$ cat config.mk
export PLATFORM = sky130hd
export DESIGN_NAME = rsmc_map
export DESIGN_NICKNAME = d
export VERILOG_FILES = /design/src/rsmc_pkg.sv /design/src/rsmc_map.sv
export SDC_FILE = /design/constraint.sdc
export NUM_CORES = 1
export LEC_CHECK = 0
export BUFFER_PORTS_ARGS = -buffer_cell sky130_fd_sc_hd__buf_2
export CELL_PAD_IN_SITES_DETAIL_PLACEMENT = 1
export CELL_PAD_IN_SITES_GLOBAL_PLACEMENT = 2
export CORE_MARGIN = 1
export CORE_UTILIZATION = 30
export DETAILED_ROUTE_END_ITERATION = 6
export GPL_ROUTABILITY_DRIVEN = 0
export PLACE_DENSITY_LB_ADDON = 0.1
export SLEW_MARGIN = 20
export SYNTH_ARGS = -nofsm -noshare
export SYNTH_HDL_FRONTEND = slang
export SYNTH_SLANG_ARGS = --single-unit
$ cat constraint.sdc
create_clock -name vclk -period 10.7
set_input_delay 0.535 -clock vclk [all_inputs]
set_output_delay 0.535 -clock vclk [all_outputs]
set_load 0.02 [all_outputs]
$ cat src/rsmc_pkg.sv
`timescale 1ns / 1ps

package rsmc_pkg;

  // fixed port field widths
  localparam int unsigned VALUE_W = 16;
  localparam int unsigned INDEX_W = 11;

  // input word kinds (s_tuser[0])
  localparam logic KIND_LOAD = 1'b0;
  localparam logic KIND_READ = 1'b1;

  // fill_mode codes; the spare code behaves as the mirror
  localparam logic [1:0] FILL_MIRROR = 2'd0;
  localparam logic [1:0] FILL_REPEAT = 2'd1;
  localparam logic [1:0] FILL_MIN    = 2'd2;

  // result of index mapping for one read
  typedef struct packed {
    logic err;      // short scan or index past end
    logic use_min;  // back-half entry taken from the scan minimum
  } map_t;

endpackage

$ cat src/rsmc_map.sv
`timescale 1ns / 1ps

// Maps a rotated completed-scan position to a store address
module rsmc_map #(
  parameter int unsigned CW       = 11,
  parameter int unsigned AW       = 10
) (
  input  logic [CW-1:0]                  count,
  input  logic [rsmc_pkg::INDEX_W-1:0]   out_index,
  input  logic [1:0]                     fill_mode,
  output logic [AW-1:0]                  addr,
  output rsmc_pkg::map_t                 flags,
  output logic [rsmc_pkg::INDEX_W-1:0]   completed_length
);

  // working width: holds 2*count and the 11-bit index
  localparam int unsigned LW = CW + 1;
  localparam int unsigned EW = (LW > rsmc_pkg::INDEX_W) ? LW : rsmc_pkg::INDEX_W;
  localparam int unsigned MW = EW + 1;

  logic          long_enough;
  logic [MW-1:0] n_w;
  logic [MW-1:0] len_w;
  logic [MW-1:0] idx_w;
  logic [MW-1:0] src_raw;
  logic [MW-1:0] src;
  logic [MW-1:0] j;

  assign long_enough = (count >= CW'(2));
  assign n_w         = MW'(count);
  assign len_w       = long_enough ? ((n_w << 1) - MW'(2)) : '0;
  assign idx_w       = MW'(out_index);
  assign completed_length = len_w[rsmc_pkg::INDEX_W-1:0];

  // rotate right by len/4: src = (idx + len - len/4) mod len
  assign src_raw = idx_w + len_w - (len_w >> 2);
  assign src     = (src_raw >= len_w) ? (src_raw - len_w) : src_raw;
  assign j       = src - n_w;

  always_comb begin
    flags.err     = !long_enough || (idx_w >= len_w);
    flags.use_min = 1'b0;
    addr          = AW'(src);
    if (src >= n_w) begin
      priority if (fill_mode == rsmc_pkg::FILL_MIN) begin
        flags.use_min = 1'b1;
      end else if (fill_mode == rsmc_pkg::FILL_REPEAT) begin
        addr = AW'(j + MW'(1));
      end else begin
        addr = AW'(n_w - MW'(2) - j);
      end
    end
  end

endmodule

==> results of run 1 <==
tightest hold or removal path, stage by stage:
cell      delay (ns)
buf_2           0.10
nand2b_1        0.11
a21oi_1         0.05
buf_2           0.15
worst min-delay path by stage:
stage	from	end	slack, ns	depth (start not counted)
2_1_floorplan	fill_mode[1]	flags[0]	1.25	2
3_3_place_gp	fill_mode[1]	flags[0]	1.50	4
3_5_place_dp	fill_mode[1]	flags[0]	1.50	4
4_1_cts	fill_mode[1]	flags[0]	1.50	4
5_1_grt	fill_mode[1]	flags[0]	1.53	4
6_report	fill_mode[1]	flags[0]	1.49	4
area by class of cell:
class	instances	area (um2)	area share (%)
Inverter	81	304	7.70
Multi-Input combinational cell	381	3200	81.2
Tap cell	143	179	4.53
Timing Repair Buffer	50	260	6.59
placed cells by master, fill, tap and decap left out, types with 4 or more instances in the layout:
master | Yosys | layout
a31oi_1 | 5 | 5
nand3_1 | 10 | 10
nor2_1 | 39 | 38
a21o_1 | 7 | 7
mux2i_1 | 11 | 11
or2_2 | 9 | 9
nand2b_1 | 4 | 4
inv_1 | 81 | 81
buf_2 | 0 | 46
nand2_1 | 15 | 15
ha_1 | 66 | 66
a21oi_1 | 28 | 27
and3_1 | 6 | 6
nand4_1 | 6 | 6
nor2b_1 | 6 | 6
o21ai_0 | 20 | 20
a211oi_1 | 6 | 6
mux2_2 | 5 | 5
fa_1 | 14 | 14
mux2_4 | 6 | 6
o21a_1 | 13 | 13
xnor2_1 | 29 | 28
xor2_1 | 13 | 13
nor3_1 | 14 | 14
o31a_1 | 4 | 4
o211ai_1 | 4 | 4
buf_4 | 1 | 4
stage by stage:
stage | utilization (%) | worst slack, ns
after floorplan | - | 1.63
after global placement | 34.3 | 0.748
after detailed placement | 34.3 | 0.498
after CTS | 34.3 | 0.452
after global routing | 34.4 | 0.0487
final | 34.4 | 0.787
per-layer routing:
layer  global-route usage, %  up-vias
li1                        -     1723
met1                    27.6     1595
met2                    28.3       42
met3                   0.274        0
met4                   0.178        0
met5                       0        -
logic make-up after synthesis:
kind of cell,Yosys count,share of synthesized area (%)
xor+xnor,42,10.4
other cells,1,0.106
simple gates,126,19.2
compound gates,110,21.9
buf+inv,87,9.77
fa+ha+maj,80,31.3
mux,22,7.26
==> impl_metrics.env, run 1 <==
export IMPL_fmax_mhz=101
export IMPL_synthCells=468
export IMPL_dr_max_layer_used="met3"
export IMPL_cts_resized=0
export IMPL_syn2layout_area_growth_pct=11.6
export IMPL_finalMaxSlewViolations=0
export IMPL_routed_wl_um=10800
export IMPL_die_x_um=111
export IMPL_status="complete, no violations"
export IMPL_hold_buffers=0
export IMPL_io_pin_count=47
export IMPL_slew_headroom_pct=50.0
export IMPL_post_cts_buffers=0
export IMPL_initial_core_util_pct=30.8
export IMPL_hold_ws_ns=1.49
export IMPL_critical_path_class="in -> out"
export IMPL_post_dp_cell_area_mm2=0.00393
export IMPL_tns_ns=0
export IMPL_drc=0
export IMPL_cp_start_kind="input port"
export IMPL_clkbuf_count=0
export IMPL_crit_slowest_cell="fa_1"
export IMPL_rsz0062_at_grt="no"
export IMPL_synth_area_per_cell_um2=7.55
export IMPL_grt_pass1_wl_um=17800
export IMPL_regArea_um2=0
export IMPL_grt_max_degree=19
export IMPL_worstPathBufferInverterCount=5
export IMPL_yosysMostFrequentCell="inv_1"
export IMPL_netlist_top_cells_count="inv_1 (81), ha_1 (66), nor2_1 (39)"
export IMPL_vias=3360
export IMPL_core_area_mm2=0.0115
export IMPL_gr_total_overflow=0
export IMPL_synth_distinct_cells=63
export IMPL_path_depth=38
export IMPL_dp_cells=655
export IMPL_critical_path_endpoint_type="output pin"
export IMPL_cp_endpoint="addr[9]"
export IMPL_diodes=0
export IMPL_critPathTopFamily="simple AND/OR/NAND/NOR gates"
export IMPL_grt_pass1_vias=3410
export IMPL_drive_gt1_share_pct=16.2
export IMPL_yosysWarnings=0
export IMPL_wl_per_cell_um=16.5
export IMPL_crit_top_cell="ha_1"
export IMPL_drt_iter0_drc=123
export IMPL_hold_path_class="in -> out"
export IMPL_postRouteAntennaNets=0
export IMPL_critical_path_peak_fanout=9
export IMPL_dpl_hpwl_um=9550
export IMPL_hold_viol=0
export IMPL_met1Wirelength_um=5880
export IMPL_finalSetupViolCount=0
export IMPL_wl_met3_um=243
export IMPL_cp_startpoint="count[4]"
export IMPL_crit_path_max_incr_delay_ns=0.50
export IMPL_drtPass1Iterations=4
export IMPL_antenna_found_initial=0
export IMPL_ys_top_cells_by_area="ha_1 (23%), inv_1 (8.6%), fa_1 (7.9%)"
export IMPL_max_cap_violations=0
export IMPL_synth_top_area_share_pct=23.4
export IMPL_num_fill_cells=1440
export IMPL_final_area_mm2=0.00395
export IMPL_avgViaCountPerCell=5.13
export IMPL_instances_no_fill=655
export IMPL_final_min_clock_period_ns=9.91
export IMPL_port_buffers=46
export IMPL_yosysTopAreaCell="ha_1"
export IMPL_met2_length_um=4660
export IMPL_track_usage_pct=17.6
export IMPL_die_y_um=111
export IMPL_cp_required_ns=10.17
export IMPL_min_period_over_period_pct=92.6
export IMPL_synth_area_mm2=0.00353
export IMPL_layout_nets=618
export IMPL_n_sequential_cell=0
export IMPL_synth_nets=572
export IMPL_tightest_slew_ns=0.744
export IMPL_dieArea_mm2=0.0122
export IMPL_seq_area_frac_synth_pct=0
export IMPL_rows=39
export IMPL_worst_endpoint_arrival_ns=9.38
Power of run 1 is left out: the tool's default activity adds up to more than one toggle a clock period on the data nets, which glitch-free logic cannot reach.
==> run 2, diff against run 1 <==
PLACE_DENSITY_LB_ADDON = 0.12   (was 0.1)
==> run 2 against run 1 <==
Via count grew 0.24%. Routed wire length barely moved. Global-route usage up 0.62 points. Largest cell class unchanged. Final cell count did not move. Critical path depth rose by 2. Count of clock-buffer cells in the layout is the same. Die area is the same. Worst hold slack improved by 0.0090 ns. Critical endpoint unchanged. Design area grew 0.19%. Highest routed layer unchanged. Non-clock buffer count did not move. First-iteration DRC count is 30% lower. Flip-flop and latch count unchanged.
==> impl_metrics.env, run 2 (synthesis gave the netlist of run 1 again) <==
export IMPL_status="complete, no violations"
export IMPL_hold_buffers=0
export IMPL_drt_iter0_drc=86
export IMPL_grt_max_degree=19
export IMPL_cts_resized=0
export IMPL_n_sequential_cell=0
export IMPL_crit_top_cell="ha_1"
export IMPL_use_met1_pct=28.5
export IMPL_dpl_hpwl_um=9570
export IMPL_mostFrequentLayoutCells="inv_1 (81), ha_1 (66), buf_2 (46)"
export IMPL_crit_path_max_incr_delay_ns=0.48
export IMPL_post_cts_buffers=0
export IMPL_initial_core_util_pct=30.8
export IMPL_postRouteAntennaNets=0
export IMPL_rows=39
export IMPL_grtUsageMet3_pct=0.329
export IMPL_busiest_layer="met2"
export IMPL_critPathTopFamily="compound AO/OA/AOI/OAI gates"
export IMPL_diodes=0
export IMPL_gr_total_overflow=0
export IMPL_mostFrequentLayoutCell="inv_1"
export IMPL_worstPathBufferInverterCount=5
export IMPL_tns_ns=0
export IMPL_die_y_um=111
export IMPL_syn2layout_area_growth_pct=11.9
export IMPL_cp_start_kind="input port"
export IMPL_tightest_slew_ns=0.710
export IMPL_critical_path_endpoint_type="output pin"
export IMPL_critical_path_class="in -> out"
export IMPL_port_buffers=46
export IMPL_dieArea_mm2=0.0122
export IMPL_drive_gt1_share_pct=16.4
export IMPL_core_area_mm2=0.0115
export IMPL_min_period_over_period_pct=91.5
export IMPL_avgViaCountPerCell=5.14
export IMPL_slew_headroom_pct=52.3
export IMPL_hold_viol=0
export IMPL_io_pin_count=47
export IMPL_finalSetupViolCount=0
export IMPL_wl_per_cell_um=16.5
export IMPL_max_cap_violations=0
export IMPL_grt_pass1_vias=3536
export IMPL_rsz0062_at_grt="no"
export IMPL_drtPass1Iterations=4
export IMPL_track_usage_pct=18.2
export IMPL_antenna_found_initial=0
export IMPL_grt_pass1_wl_um=18600
export IMPL_routed_wl_um=10800
export IMPL_vias=3368
export IMPL_clkbuf_count=0
export IMPL_die_x_um=111
export IMPL_multiInputGateArea_mm2=0.00321
export IMPL_drc=0
export IMPL_crit_slowest_cell="fa_1"
export IMPL_cp_required_ns=10.17
export IMPL_critical_path_peak_fanout=7
export IMPL_num_fill_cells=1442
export IMPL_finalMaxSlewViolations=0
export IMPL_regArea_um2=0
export IMPL_hold_path_class="in -> out"
export IMPL_final_min_clock_period_ns=9.79
export IMPL_worst_endpoint_arrival_ns=9.26
export IMPL_grtUsageMet2_pct=29.4
export IMPL_fmax_mhz=102
export IMPL_layout_nets=618
## run 2: routing by layer
layer,part of all wire (%),wire length (um),vias to the layer above
li1,-,-,1731
met1,54,5780,1589
met2,44,4710,48
met3,2.7,292,0
met4,0,0,0
met5,0,0,-
## run 2: worst paths after layout
kind | startpoint | endpoint | slack, ns | cells after the start
max | count[4] | addr[9] | 0.91 | 40
min | fill_mode[1] | flags[0] | 1.50 | 4
## run 2: layout make-up
type	count	share of cell area, %
multi-input combinational	381	81.2
inverter	81	7.69
timing repair buffer	50	6.58
tap	143	4.53
## run 2: per-stage QoR
stage / instances / area [um2] / hold slack (ns) / utilization (%) / worst slack, ns
after floorplan: 468 / 3530 / 1.25 / - / 1.63
after global placement: 655 / 3930 / 1.50 / 34.3 / 0.724
after detailed placement: 655 / 3930 / 1.50 / 34.3 / 0.443
after CTS: 655 / 3930 / 1.50 / 34.3 / 0.403
after global routing: 655 / 3950 / 1.53 / 34.5 / 0.0232
final: 655 / 3950 / 1.50 / 34.5 / 0.909
Power of run 2 is left out for the same reason.
